### src/sv/gdc_pkg.sv
// Shared types and constants of the gesture direction classifier.
`timescale 1ns / 1ps

package gdc_pkg;

   localparam int SAMPLE_BITS = 8;
   localparam int SET_BITS    = 4 * SAMPLE_BITS;
   localparam int DEN_BITS    = SAMPLE_BITS + 1;
   localparam int QUOT_BITS   = 7;
   localparam int NUM_BITS    = DEN_BITS + QUOT_BITS - 1;
   localparam int DELTA_BITS  = 9;
   localparam int THR_BITS    = 8;
   localparam int DSENS_BITS  = 9;
   localparam int SSENS_BITS  = 8;
   localparam int COUNT_BITS  = 8;
   localparam int RATIO_SCALE = 100;
   localparam int NEAR_LIMIT  = 10;
   localparam int FAR_LIMIT   = 2;

   localparam logic [THR_BITS-1:0]   THR_RESET   = 8'd10;
   localparam logic [DSENS_BITS-1:0] DSENS_RESET = 9'd50;
   localparam logic [SSENS_BITS-1:0] SSENS_RESET = 8'd20;

   localparam logic [1:0] REG_VALID_THRESHOLD       = 2'd0;
   localparam logic [1:0] REG_DIRECTION_SENSITIVITY = 2'd1;
   localparam logic [1:0] REG_STILLNESS_SENSITIVITY = 2'd2;

   typedef enum logic [2:0] {
      ST_IDLE,
      ST_START,
      ST_WAIT,
      ST_ACC,
      ST_VOTE,
      ST_PROX
   } gdc_state_type;

   typedef enum logic [1:0] {
      VOTE_NONE,
      VOTE_POS,
      VOTE_NEG
   } vote_type;

   typedef enum logic [1:0] {
      PROX_NONE,
      PROX_NEAR,
      PROX_FAR
   } prox_type;

   typedef enum logic [2:0] {
      MOTION_NONE,
      MOTION_LEFT,
      MOTION_RIGHT,
      MOTION_UP,
      MOTION_DOWN,
      MOTION_NEAR,
      MOTION_FAR
   } motion_type;

   typedef struct packed {
      logic                         done;
      logic signed [QUOT_BITS:0]    quot;
   } div_result_type;

endpackage

### src/sv/gdc_ratio_div.sv
// Bit-serial divider for the truncated ratio (a-b)*100/(a+b) of two samples.
`timescale 1ns / 1ps

module gdc_ratio_div import gdc_pkg::*; (
   input  logic                   clock,
   input  logic                   reset,
   input  logic                   start,
   input  logic [SAMPLE_BITS-1:0] a_value,
   input  logic [SAMPLE_BITS-1:0] b_value,
   output div_result_type         result
);

   logic                   busy_ff, busy_in;
   logic                   done_ff, done_in;
   logic [2:0]             cnt_ff, cnt_in;
   logic [NUM_BITS-1:0]    rem_ff, rem_in;
   logic [NUM_BITS-1:0]    dv_ff, dv_in;
   logic [QUOT_BITS-1:0]   q_ff, q_in;
   logic                   neg_ff, neg_in;
   logic                   zero_ff, zero_in;

   logic [SAMPLE_BITS-1:0] diff;
   logic [DEN_BITS-1:0]    den;
   logic [QUOT_BITS:0]     q_mag;

   assign diff = (a_value >= b_value) ? (a_value - b_value) : (b_value - a_value);
   assign den  = {1'b0, a_value} + {1'b0, b_value};

   // The quotient magnitude never reaches 128, so the divisor starts six places up
   // and one quotient bit is settled per cycle.
   always_comb begin
      busy_in = busy_ff;
      done_in = 1'b0;
      cnt_in  = cnt_ff;
      rem_in  = rem_ff;
      dv_in   = dv_ff;
      q_in    = q_ff;
      neg_in  = neg_ff;
      zero_in = zero_ff;
      if (start) begin
         rem_in  = NUM_BITS'(diff) * NUM_BITS'(RATIO_SCALE);
         dv_in   = {den, {(QUOT_BITS-1){1'b0}}};
         q_in    = '0;
         neg_in  = (a_value < b_value);
         zero_in = (den == '0);
         cnt_in  = 3'(QUOT_BITS - 1);
         busy_in = 1'b1;
      end else if (busy_ff) begin
         if (rem_ff >= dv_ff) begin
            rem_in = rem_ff - dv_ff;
            q_in   = {q_ff[QUOT_BITS-2:0], 1'b1};
         end else begin
            q_in   = {q_ff[QUOT_BITS-2:0], 1'b0};
         end
         dv_in  = dv_ff >> 1;
         cnt_in = cnt_ff - 3'd1;
         if (cnt_ff == 3'd0) begin
            busy_in = 1'b0;
            done_in = 1'b1;
         end
      end
   end

   always_ff @(posedge clock) begin
      if (reset) begin
         busy_ff <= 1'b0;
         done_ff <= 1'b0;
      end else begin
         busy_ff <= busy_in;
         done_ff <= done_in;
      end
   end

   always_ff @(posedge clock) begin
      cnt_ff  <= cnt_in;
      rem_ff  <= rem_in;
      dv_ff   <= dv_in;
      q_ff    <= q_in;
      neg_ff  <= neg_in;
      zero_ff <= zero_in;
   end

   assign q_mag       = {1'b0, q_ff};
   assign result.done = done_ff;
   assign result.quot = zero_ff ? '0 : (neg_ff ? signed'(-q_mag) : signed'(q_mag));

endmodule

### src/sv/gesture_direction_classifier.sv
// Top level of the gesture direction classifier: sample intake, batch close and decode.
`timescale 1ns / 1ps

// A sample that closes a batch holding at least one valid set keeps the block
// busy while the four ratios go one after another through a single bit-serial
// divider that settles one quotient bit per cycle, followed by the accumulator
// update, the votes and the near/far decision, each in a state of its own.
// Every transaction, sample or finish, is accepted only when the result
// register is free or being emptied in the same cycle, so a waiting result holds
// off the input. Configuration registers sit at byte addresses 0, 4 and 8; the
// user is to write them only while the block is idle, and the block itself does
// not enforce this.
module gesture_direction_classifier import gdc_pkg::*; #(
   parameter int ACCUM_BITS = 16
) (
   input  logic                   clock,
   input  logic                   reset,
   input  logic                   req_valid,
   output logic                   req_ready,
   input  logic                   req_op,
   input  logic [SAMPLE_BITS-1:0] req_up_sample,
   input  logic [SAMPLE_BITS-1:0] req_down_sample,
   input  logic [SAMPLE_BITS-1:0] req_left_sample,
   input  logic [SAMPLE_BITS-1:0] req_right_sample,
   input  logic                   req_batch_end,
   output logic                   rsp_valid,
   input  logic                   rsp_ready,
   output logic [2:0]             rsp_motion,
   input  logic                   psel,
   input  logic                   penable,
   input  logic                   pwrite,
   input  logic [3:0]             paddr,
   input  logic [31:0]            pwdata,
   output logic [31:0]            prdata,
   output logic                   pready
);

   gdc_state_type state_ff, state_in;

   logic [THR_BITS-1:0]   thr_ff;
   logic [DSENS_BITS-1:0] dsens_ff;
   logic [SSENS_BITS-1:0] ssens_ff;

   logic [SET_BITS-1:0]   first_ff, first_in;
   logic [SET_BITS-1:0]   last_ff, last_in;
   logic                  found_ff, found_in;
   logic signed [ACCUM_BITS-1:0] vacc_ff, vacc_in;
   logic signed [ACCUM_BITS-1:0] hacc_ff, hacc_in;
   vote_type              vvote_ff, vvote_in;
   vote_type              hvote_ff, hvote_in;
   logic [COUNT_BITS-1:0] near_ff, near_in;
   logic [COUNT_BITS-1:0] far_ff, far_in;
   prox_type              prox_ff, prox_in;
   motion_type            motion_ff, motion_in;
   logic                  rsp_valid_ff, rsp_valid_in;
   motion_type            rsp_motion_ff, rsp_motion_in;
   logic [1:0]            idx_ff, idx_in;
   logic signed [DELTA_BITS-1:0] ud_ff, ud_in;
   logic signed [DELTA_BITS-1:0] lrd_ff, lrd_in;

   logic                  req_accept;
   logic                  hit;
   logic [SET_BITS-1:0]   packed_set;
   logic                  div_start;
   logic [SAMPLE_BITS-1:0] div_a, div_b;
   div_result_type        div_res;
   logic                  cfg_write;

   function automatic logic signed [ACCUM_BITS-1:0] sat_add(
      input logic signed [ACCUM_BITS-1:0] acc,
      input logic signed [DELTA_BITS-1:0] d
   );
      logic signed [ACCUM_BITS:0] sum;
      sum = {acc[ACCUM_BITS-1], acc} + {{(ACCUM_BITS + 1 - DELTA_BITS){d[DELTA_BITS-1]}}, d};
      if (sum[ACCUM_BITS] != sum[ACCUM_BITS-1]) begin
         return sum[ACCUM_BITS] ? {1'b1, {(ACCUM_BITS-1){1'b0}}}
                                : {1'b0, {(ACCUM_BITS-1){1'b1}}};
      end
      return sum[ACCUM_BITS-1:0];
   endfunction

   function automatic vote_type vote_of(
      input logic signed [ACCUM_BITS-1:0] acc,
      input logic [DSENS_BITS-1:0] sens
   );
      logic signed [ACCUM_BITS:0] a_ext;
      logic signed [ACCUM_BITS:0] s_ext;
      a_ext = {acc[ACCUM_BITS-1], acc};
      s_ext = signed'({{(ACCUM_BITS + 1 - DSENS_BITS){1'b0}}, sens});
      if (a_ext >= s_ext) return VOTE_POS;
      if (a_ext <= -s_ext) return VOTE_NEG;
      return VOTE_NONE;
   endfunction

   function automatic logic [ACCUM_BITS-1:0] acc_mag(input logic signed [ACCUM_BITS-1:0] v);
      return v[ACCUM_BITS-1] ? (~v + 1'b1) : v;
   endfunction

   function automatic logic [DELTA_BITS-1:0] delta_mag(input logic signed [DELTA_BITS-1:0] v);
      return v[DELTA_BITS-1] ? (~v + 1'b1) : v;
   endfunction

   function automatic logic [COUNT_BITS-1:0] bump(input logic [COUNT_BITS-1:0] c);
      return (c == {COUNT_BITS{1'b1}}) ? c : c + 1'b1;
   endfunction

   // Proximity wins over direction; diagonal votes go to the axis with the
   // larger accumulated magnitude. With no vote the previous motion stands.
   function automatic motion_type decode(
      input prox_type   p,
      input vote_type   v,
      input vote_type   h,
      input logic       vert_wins,
      input motion_type prev
   );
      motion_type m;
      m = prev;
      if (p == PROX_NEAR) m = MOTION_NEAR;
      else if (p == PROX_FAR) m = MOTION_FAR;
      else if (v == VOTE_NEG && h == VOTE_NONE) m = MOTION_UP;
      else if (v == VOTE_POS && h == VOTE_NONE) m = MOTION_DOWN;
      else if (v == VOTE_NONE && h == VOTE_POS) m = MOTION_RIGHT;
      else if (v == VOTE_NONE && h == VOTE_NEG) m = MOTION_LEFT;
      else if (v == VOTE_NEG && h == VOTE_POS) m = vert_wins ? MOTION_UP : MOTION_RIGHT;
      else if (v == VOTE_POS && h == VOTE_NEG) m = vert_wins ? MOTION_DOWN : MOTION_LEFT;
      else if (v == VOTE_NEG && h == VOTE_NEG) m = vert_wins ? MOTION_UP : MOTION_LEFT;
      else if (v == VOTE_POS && h == VOTE_POS) m = vert_wins ? MOTION_DOWN : MOTION_RIGHT;
      return m;
   endfunction

   assign req_accept = req_valid && req_ready;
   assign hit = (req_up_sample > thr_ff) && (req_down_sample > thr_ff) &&
                (req_left_sample > thr_ff) && (req_right_sample > thr_ff);
   assign packed_set = {req_up_sample, req_down_sample, req_left_sample, req_right_sample};

   // Ratio order: last up/down, first up/down, last left/right, first left/right.
   always_comb begin
      unique case (idx_ff)
         2'd0: begin
            div_a = last_ff[31:24];
            div_b = last_ff[23:16];
         end
         2'd1: begin
            div_a = first_ff[31:24];
            div_b = first_ff[23:16];
         end
         2'd2: begin
            div_a = last_ff[15:8];
            div_b = last_ff[7:0];
         end
         default: begin
            div_a = first_ff[15:8];
            div_b = first_ff[7:0];
         end
      endcase
   end

   gdc_ratio_div u_div (
      .clock   (clock),
      .reset   (reset),
      .start   (div_start),
      .a_value (div_a),
      .b_value (div_b),
      .result  (div_res)
   );

   // Next state.
   always_comb begin
      state_in = state_ff;
      unique case (state_ff)
         ST_IDLE: begin
            if (req_accept && !req_op && req_batch_end && (found_ff || hit)) state_in = ST_START;
         end
         ST_START: state_in = ST_WAIT;
         ST_WAIT: begin
            if (div_res.done) state_in = (idx_ff == 2'd3) ? ST_ACC : ST_START;
         end
         ST_ACC:  state_in = ST_VOTE;
         ST_VOTE: state_in = ST_PROX;
         ST_PROX: state_in = ST_IDLE;
         default: state_in = ST_IDLE;
      endcase
   end

   // Handshake and divider control.
   always_comb begin
      req_ready = (state_ff == ST_IDLE) && (!rsp_valid_ff || rsp_ready);
      div_start = (state_ff == ST_START);
   end

   // Datapath.
   always_comb begin
      logic still;
      logic both_zero;
      logic both_nonzero;
      logic [COUNT_BITS-1:0] near_new;
      logic [COUNT_BITS-1:0] far_new;
      logic signed [DELTA_BITS-1:0] q_ext;

      first_in      = first_ff;
      last_in       = last_ff;
      found_in      = found_ff;
      vacc_in       = vacc_ff;
      hacc_in       = hacc_ff;
      vvote_in      = vvote_ff;
      hvote_in      = hvote_ff;
      near_in       = near_ff;
      far_in        = far_ff;
      prox_in       = prox_ff;
      motion_in     = motion_ff;
      rsp_valid_in  = rsp_valid_ff;
      rsp_motion_in = rsp_motion_ff;
      idx_in        = idx_ff;
      ud_in         = ud_ff;
      lrd_in        = lrd_ff;

      still = (delta_mag(ud_ff) < DELTA_BITS'(ssens_ff)) &&
              (delta_mag(lrd_ff) < DELTA_BITS'(ssens_ff));
      both_zero    = (ud_ff == '0) && (lrd_ff == '0);
      both_nonzero = (ud_ff != '0) && (lrd_ff != '0);
      near_new     = near_ff;
      far_new      = far_ff;
      q_ext        = {div_res.quot[QUOT_BITS], div_res.quot};

      if (rsp_valid_ff && rsp_ready) rsp_valid_in = 1'b0;

      unique case (state_ff)
         ST_IDLE: begin
            if (req_accept) begin
               if (req_op) begin
                  rsp_valid_in  = 1'b1;
                  rsp_motion_in = decode(prox_ff, vvote_ff, hvote_ff,
                                         acc_mag(vacc_ff) > acc_mag(hacc_ff), motion_ff);
                  first_in  = '0;
                  last_in   = '0;
                  found_in  = 1'b0;
                  vacc_in   = '0;
                  hacc_in   = '0;
                  vvote_in  = VOTE_NONE;
                  hvote_in  = VOTE_NONE;
                  near_in   = '0;
                  far_in    = '0;
                  prox_in   = PROX_NONE;
                  motion_in = MOTION_NONE;
               end else begin
                  if (hit) begin
                     if (!found_ff) first_in = packed_set;
                     found_in = 1'b1;
                     last_in  = packed_set;
                  end
                  ud_in  = '0;
                  lrd_in = '0;
                  idx_in = 2'd0;
               end
            end
         end
         ST_WAIT: begin
            if (div_res.done) begin
               unique case (idx_ff)
                  2'd0:    ud_in  = ud_ff + q_ext;
                  2'd1:    ud_in  = ud_ff - q_ext;
                  2'd2:    lrd_in = lrd_ff + q_ext;
                  default: lrd_in = lrd_ff - q_ext;
               endcase
               idx_in = idx_ff + 2'd1;
            end
         end
         ST_ACC: begin
            vacc_in = sat_add(vacc_ff, ud_ff);
            hacc_in = sat_add(hacc_ff, lrd_ff);
         end
         ST_VOTE: begin
            vvote_in = vote_of(vacc_ff, dsens_ff);
            hvote_in = vote_of(hacc_ff, dsens_ff);
         end
         ST_PROX: begin
            if (vvote_ff == VOTE_NONE && hvote_ff == VOTE_NONE) begin
               if (still) begin
                  if (both_zero) near_new = bump(near_ff);
                  else far_new = bump(far_ff);
                  near_in = near_new;
                  far_in  = far_new;
                  if (near_new >= COUNT_BITS'(NEAR_LIMIT) && far_new >= COUNT_BITS'(FAR_LIMIT)) begin
                     if (both_zero) begin
                        prox_in = PROX_NEAR;
                     end else if (both_nonzero) begin
                        prox_in = PROX_FAR;
                     end
                     motion_in = decode(prox_in, VOTE_NONE, VOTE_NONE, 1'b0, motion_ff);
                  end
               end
            end else if (still) begin
               if (both_zero) near_new = bump(near_ff);
               near_in = near_new;
               if (near_new >= COUNT_BITS'(NEAR_LIMIT)) begin
                  vvote_in = VOTE_NONE;
                  hvote_in = VOTE_NONE;
                  vacc_in  = '0;
                  hacc_in  = '0;
               end
            end
            first_in = '0;
            last_in  = '0;
            found_in = 1'b0;
         end
         default: begin
         end
      endcase

      // A batch end without any valid set only closes the batch.
      if (state_ff == ST_IDLE && req_accept && !req_op && req_batch_end && !(found_ff || hit)) begin
         found_in = 1'b0;
         first_in = '0;
         last_in  = '0;
      end
   end

   assign cfg_write = psel && penable && pwrite && pready;

   always_ff @(posedge clock) begin
      if (reset) begin
         state_ff     <= ST_IDLE;
         thr_ff       <= THR_RESET;
         dsens_ff     <= DSENS_RESET;
         ssens_ff     <= SSENS_RESET;
         first_ff     <= '0;
         last_ff      <= '0;
         found_ff     <= 1'b0;
         vacc_ff      <= '0;
         hacc_ff      <= '0;
         vvote_ff     <= VOTE_NONE;
         hvote_ff     <= VOTE_NONE;
         near_ff      <= '0;
         far_ff       <= '0;
         prox_ff      <= PROX_NONE;
         motion_ff    <= MOTION_NONE;
         rsp_valid_ff <= 1'b0;
      end else begin
         state_ff     <= state_in;
         first_ff     <= first_in;
         last_ff      <= last_in;
         found_ff     <= found_in;
         vacc_ff      <= vacc_in;
         hacc_ff      <= hacc_in;
         vvote_ff     <= vvote_in;
         hvote_ff     <= hvote_in;
         near_ff      <= near_in;
         far_ff       <= far_in;
         prox_ff      <= prox_in;
         motion_ff    <= motion_in;
         rsp_valid_ff <= rsp_valid_in;
         if (cfg_write) begin
            unique case (paddr[3:2])
               REG_VALID_THRESHOLD:       thr_ff   <= pwdata[THR_BITS-1:0];
               REG_DIRECTION_SENSITIVITY: dsens_ff <= pwdata[DSENS_BITS-1:0];
               REG_STILLNESS_SENSITIVITY: ssens_ff <= pwdata[SSENS_BITS-1:0];
               default: begin
               end
            endcase
         end
      end
   end

   always_ff @(posedge clock) begin
      rsp_motion_ff <= rsp_motion_in;
      idx_ff        <= idx_in;
      ud_ff         <= ud_in;
      lrd_ff        <= lrd_in;
   end

   always_comb begin
      unique case (paddr[3:2])
         REG_VALID_THRESHOLD:       prdata = {{(32 - THR_BITS){1'b0}}, thr_ff};
         REG_DIRECTION_SENSITIVITY: prdata = {{(32 - DSENS_BITS){1'b0}}, dsens_ff};
         REG_STILLNESS_SENSITIVITY: prdata = {{(32 - SSENS_BITS){1'b0}}, ssens_ff};
         default:                   prdata = '0;
      endcase
   end

   assign pready     = 1'b1;
   assign rsp_valid  = rsp_valid_ff;
   assign rsp_motion = rsp_motion_ff;

endmodule

### config.mk
export PLATFORM = sky130hd
export DESIGN_NAME = gesture_direction_classifier
export DESIGN_NICKNAME = d
export VERILOG_FILES = /design/src/sv/gdc_pkg.sv /design/src/sv/gdc_ratio_div.sv /design/src/sv/gesture_direction_classifier.sv
export SDC_FILE = /design/constraint.sdc
export NUM_CORES = 1
export LEC_CHECK = 0
export BUFFER_PORTS_ARGS = -buffer_cell sky130_fd_sc_hd__buf_2
export CAP_MARGIN = 20
export CORE_MARGIN = 5
export CORE_UTILIZATION = 40
export DETAILED_ROUTE_END_ITERATION = 10
export PLACE_DENSITY_LB_ADDON = 0.12
export SYNTH_ARGS = -nofsm -noshare
export SYNTH_HDL_FRONTEND = slang
export SYNTH_HIERARCHICAL = 1
export SYNTH_SLANG_ARGS = --single-unit
### constraint.sdc
create_clock -name clock -period 8.32 [get_ports clock]
set_input_delay 0.832 -clock clock [delete_from_list [all_inputs] [get_ports clock]]
set_output_delay 0.832 -clock clock [all_outputs]
set_load 0.005 [all_outputs]
==> results.json <==
{
  "crit_slowest_cell": "ha_1",
  "status": "finished clean",
  "synth.distinct_cells": 96,
  "path_delay_family": "adder cells",
  "clk-insertion-delay-late_ns": 0.56,
  "dieArea_mm2": 0.05120,
  "placedCellCount": 2827,
  "reg2reg_depth": 24,
  "tns_ns": 0,
  "rows": 79,
  "min_path_type": "reg2reg",
  "wirelength_um": 53310,
  "port-buffer-count": 65,
  "firstDrtPassIters": 7,
  "hold_ws_ns": 0.4510,
  "globalRouteOverflowTotal": 0,
  "crit_type": "reg2reg",
  "num_vias": 16302,
  "hold_violations": 0,
  "rsz0062_at_grt": "false",
  "p_per_area_mw_per_mm2": 160.9,
  "syn_avg_cell_area_um2": 8.367,
  "period_needed_ns": 7.012,
  "path_max_fanout": 19,
  "cts_inserted_buffers": 29,
  "ys_seq_area_frac": 0.2584,
  "wl_per_cell_um": 18.50,
  "synth_top_flop_cell": "dfxtp_1",
  "crit_chain": "inv_1 -> ha_1 -> buf_4 -> a222oi_1 -> mux2i_1 -> inv_1 -> ha_1 -> nand4_1 -> a31oi_4 -> nor2_2 -> mux2i_1 -> xnor2_1 -> ha_1 -> ha_1 -> inv_1 -> fa_1 -> inv_1 -> ha_1 -> a21o_1 -> a21oi_1 -> o211ai_1 -> a21oi_1 -> and3b_1 -> a31o_2",
  "worstPathArrival_ns": 7.33,
  "ys_async_sr_fraction": 0,
  "clk_path_buf_depth": 3,
  "final_max_slew_viol_count": 0,
  "crit_buf_inv": 5,
  "grt_pass1_vias": 15559,
  "start_util": 0.4027,
  "instances_no_fill": 2882,
  "synth_fa_ha_area_frac": 0.1784,
  "drtIter0Drc": 1078,
  "synth_top_family_by_area": "compound AO/OA/AOI/OAI gates",
  "setup_viol_count_final": 0,
  "die_w_um": 226.3,
  "clock.fmax_mhz": 142.6,
  "ys_warn_count": 6,
  "hp-start": "first_ff[1]",
  "synth_simple_gate_area_frac": 0.1779,
  "synthXorXnorAreaFrac": 0.06273,
  "ir_drop_uv": 151.3,
  "synth_area_mm2": 0.01871,
  "synth_edf_count": 47,
  "cts_hold_buf": 0,
  "grt_usage": 0.2012,
  "post_cts_resized": 0,
  "ioPinCount": 115,
  "r2r_start": "idx_ff[1]",
  "clockRootBuffer": "clkbuf_16",
  "p_leak_nw": 8.794,
  "syn_inst": 2236,
  "slew_headroom": 0.2865,
  "crit_path_frequent_cell": "ha_1",
  "antenna_found_initial": 1,
  "core_area_mm2": 0.04646,
  "start_kind": "flop",
  "crit_path_end_kind": "flop",
  "yosysTopAreaCellShare": 0.1830,
  "synthMuxAreaShare": 0.04742,
  "holdPathEnd": "first_ff[1]",
  "drv_cap": 0,
  "ant_nets": 0,
  "grt_pass1_wl_um": 83840,
  "post-cts-setup-buffer-count": 0,
  "reg2reg_slack_ns": 1.31,
  "cts.sinks": 218,
  "routabilityCongestion": 0.8914,
  "cts_tree": "yes",
  "ys_ff_latch": 218,
  "worst_pin_slew_ns": 1.060,
  "min_period_over_period": 0.8427,
  "fin_skew_ns": 0.01517,
  "drive_gt1_frac": 0.08396,
  "htree_levels": 1,
  "max_stage_delay_ns": 0.72,
  "vias_per_cell": 5.656,
  "area_delta_synth_final_pct": 9.082,
  "yosys.area.top_type": "dfxtp_1",
  "cp_data_required_time_ns": 8.64,
  "finalPower_w": 0.003283,
  "nets": 2586,
  "ys_top_cells_by_area": "dfxtp_1, ha_1, edfxtp_1",
  "grt_max_degree": 65,
  "drc": 0,
  "r2r-end": "u_div/rem_ff[14]",
  "hpwl_um": 40330,
  "synth_compound_area_frac": 0.2117,
  "hold_depth": 2,
  "dieHeight_um": 226.3,
  "clkTransAtPathRegs_ns": 0.06,
  "n_antenna_cell": 0
}
[through the flow]
stage / util / setup WS (ns) / area (um^2)
global placement: 0.4187 / 1.444 / 19450
finish: 0.4393 / 1.308 / 20410
CTS: 0.4391 / 1.289 / 20400
floorplan: - / 2.086 / 18790
detailed placement: 0.4187 / 1.290 / 19450
global route: 0.4393 / 0.6974 / 20410
[synthesized netlist by cell type, drive strengths merged, types with 5 or more instances]
master	count
a222oi	16
a221o	10
nor3b	7
nor4	22
and2	24
a211o	6
a21oi	169
nor3	62
a22o	27
nor2	170
dfxtp	171
o41ai	10
ha	246
mux2i	83
or2	20
inv	147
clkbuf	73
nand2	175
mux2	5
xnor2	81
fa	11
o21bai	9
nand2b	30
a211oi	16
a31oi	13
o31a	7
o31ai	29
or4	10
and3	10
nor2b	28
nand3	41
o21ai	126
edfxtp	47
or3	14
buf	49
a21boi	9
xor2	53
o21a	24
o211ai	40
a21o	34
nand4	36
[flip-flops by register name (all words and copies together), names as in the netlist, 7 cells and up]
register / cells
hacc_ff: 16
ssens_ff: 8
last_ff: 32
first_ff: 32
near_ff: 8
ud_ff: 9
u_div/dv_ff: 15
lrd_ff: 9
dsens_ff: 9
far_ff: 8
vacc_ff: 16
u_div/q_ff: 7
thr_ff: 8
u_div/rem_ff: 15
[cells in the final DEF, fill, tap and decap left out, types with 20 or more instances in the layout]
| cell | count |
|---|---|
| nor3_1 | 62 |
| o31ai_1 | 28 |
| ha_1 | 246 |
| and2_1 | 24 |
| nor4_1 | 21 |
| o211ai_1 | 40 |
| mux2i_1 | 83 |
| inv_1 | 147 |
| nor2_1 | 166 |
| buf_2 | 65 |
| nand4_1 | 35 |
| clkbuf_16 | 29 |
| dfxtp_1 | 171 |
| conb_1 | 24 |
| a21oi_1 | 168 |
| xnor2_1 | 81 |
| o21ai_0 | 124 |
| a22o_1 | 20 |
| nand3_1 | 41 |
| o21a_1 | 24 |
| a21o_1 | 34 |
| nor2b_1 | 28 |
| edfxtp_1 | 47 |
| nand2_1 | 175 |
| xor2_1 | 53 |
| nand2b_1 | 30 |
[metal layers]
metal	up-vias	wire, um	track usage
li1	8118	-	-
met5	-	13	0
met2	364	24360	0.3275
met3	85	2472	0.03107
met4	2	1382	0.05162
met1	7733	25080	0.2807
[worst register-to-register path, delay by kind of cell, from the launching register on]
family	cells	cell delay [ns]
adders and majority gates	6	2.76
muxes	2	0.56
DFF	1	0.44
and+or+nand+nor	3	0.65
AOI/OAI and AO/OA	7	1.38
xor gates and xnor gates	1	0.38
buffers and inverters	5	0.60
[cell families (layout without fill, tap and decap cells)]
logic type      count (synthesis)  after routing
buf+inv                       271            288
compound gates                591            591
mux                            88             88
xor+xnor                      134            134
other cells                     2             24
flops                         218            218
fa+ha+maj                     261            261
simple gates                  671            671
[power by group]
part	internal [W]	switching (W)
Sequential	0.00112	0.0000321
Combinational	0.000369	0.000517
Clock	0.000749	0.000499
[how the worst max path moves through the flow]
stage	from	to	slack (ns)	cells past startpoint
after floorplan	idx_ff[0]	u_div/rem_ff[14]	2.09	24
after global placement	idx_ff[1]	u_div/rem_ff[14]	1.44	24
after detailed placement	idx_ff[1]	u_div/rem_ff[14]	1.29	24
after CTS	idx_ff[1]	u_div/rem_ff[14]	1.29	24
after global routing	idx_ff[1]	u_div/rem_ff[14]	0.70	24
final	idx_ff[1]	u_div/rem_ff[14]	1.31	24
[area by class of cell]
cell class                      count  area (um^2)
Tap cell                          607        759.5
Inverter                          149        559.3
Sequential cell                   218         4835
Clock buffer                       35        768.2
Multi-Input combinational cell   1769        12830
Timing Repair Buffer               85        479.2
Fill cell                        4716        26050
Clock inverter                     19        178.9
Note: power is estimated with default switching activity, not from simulation.
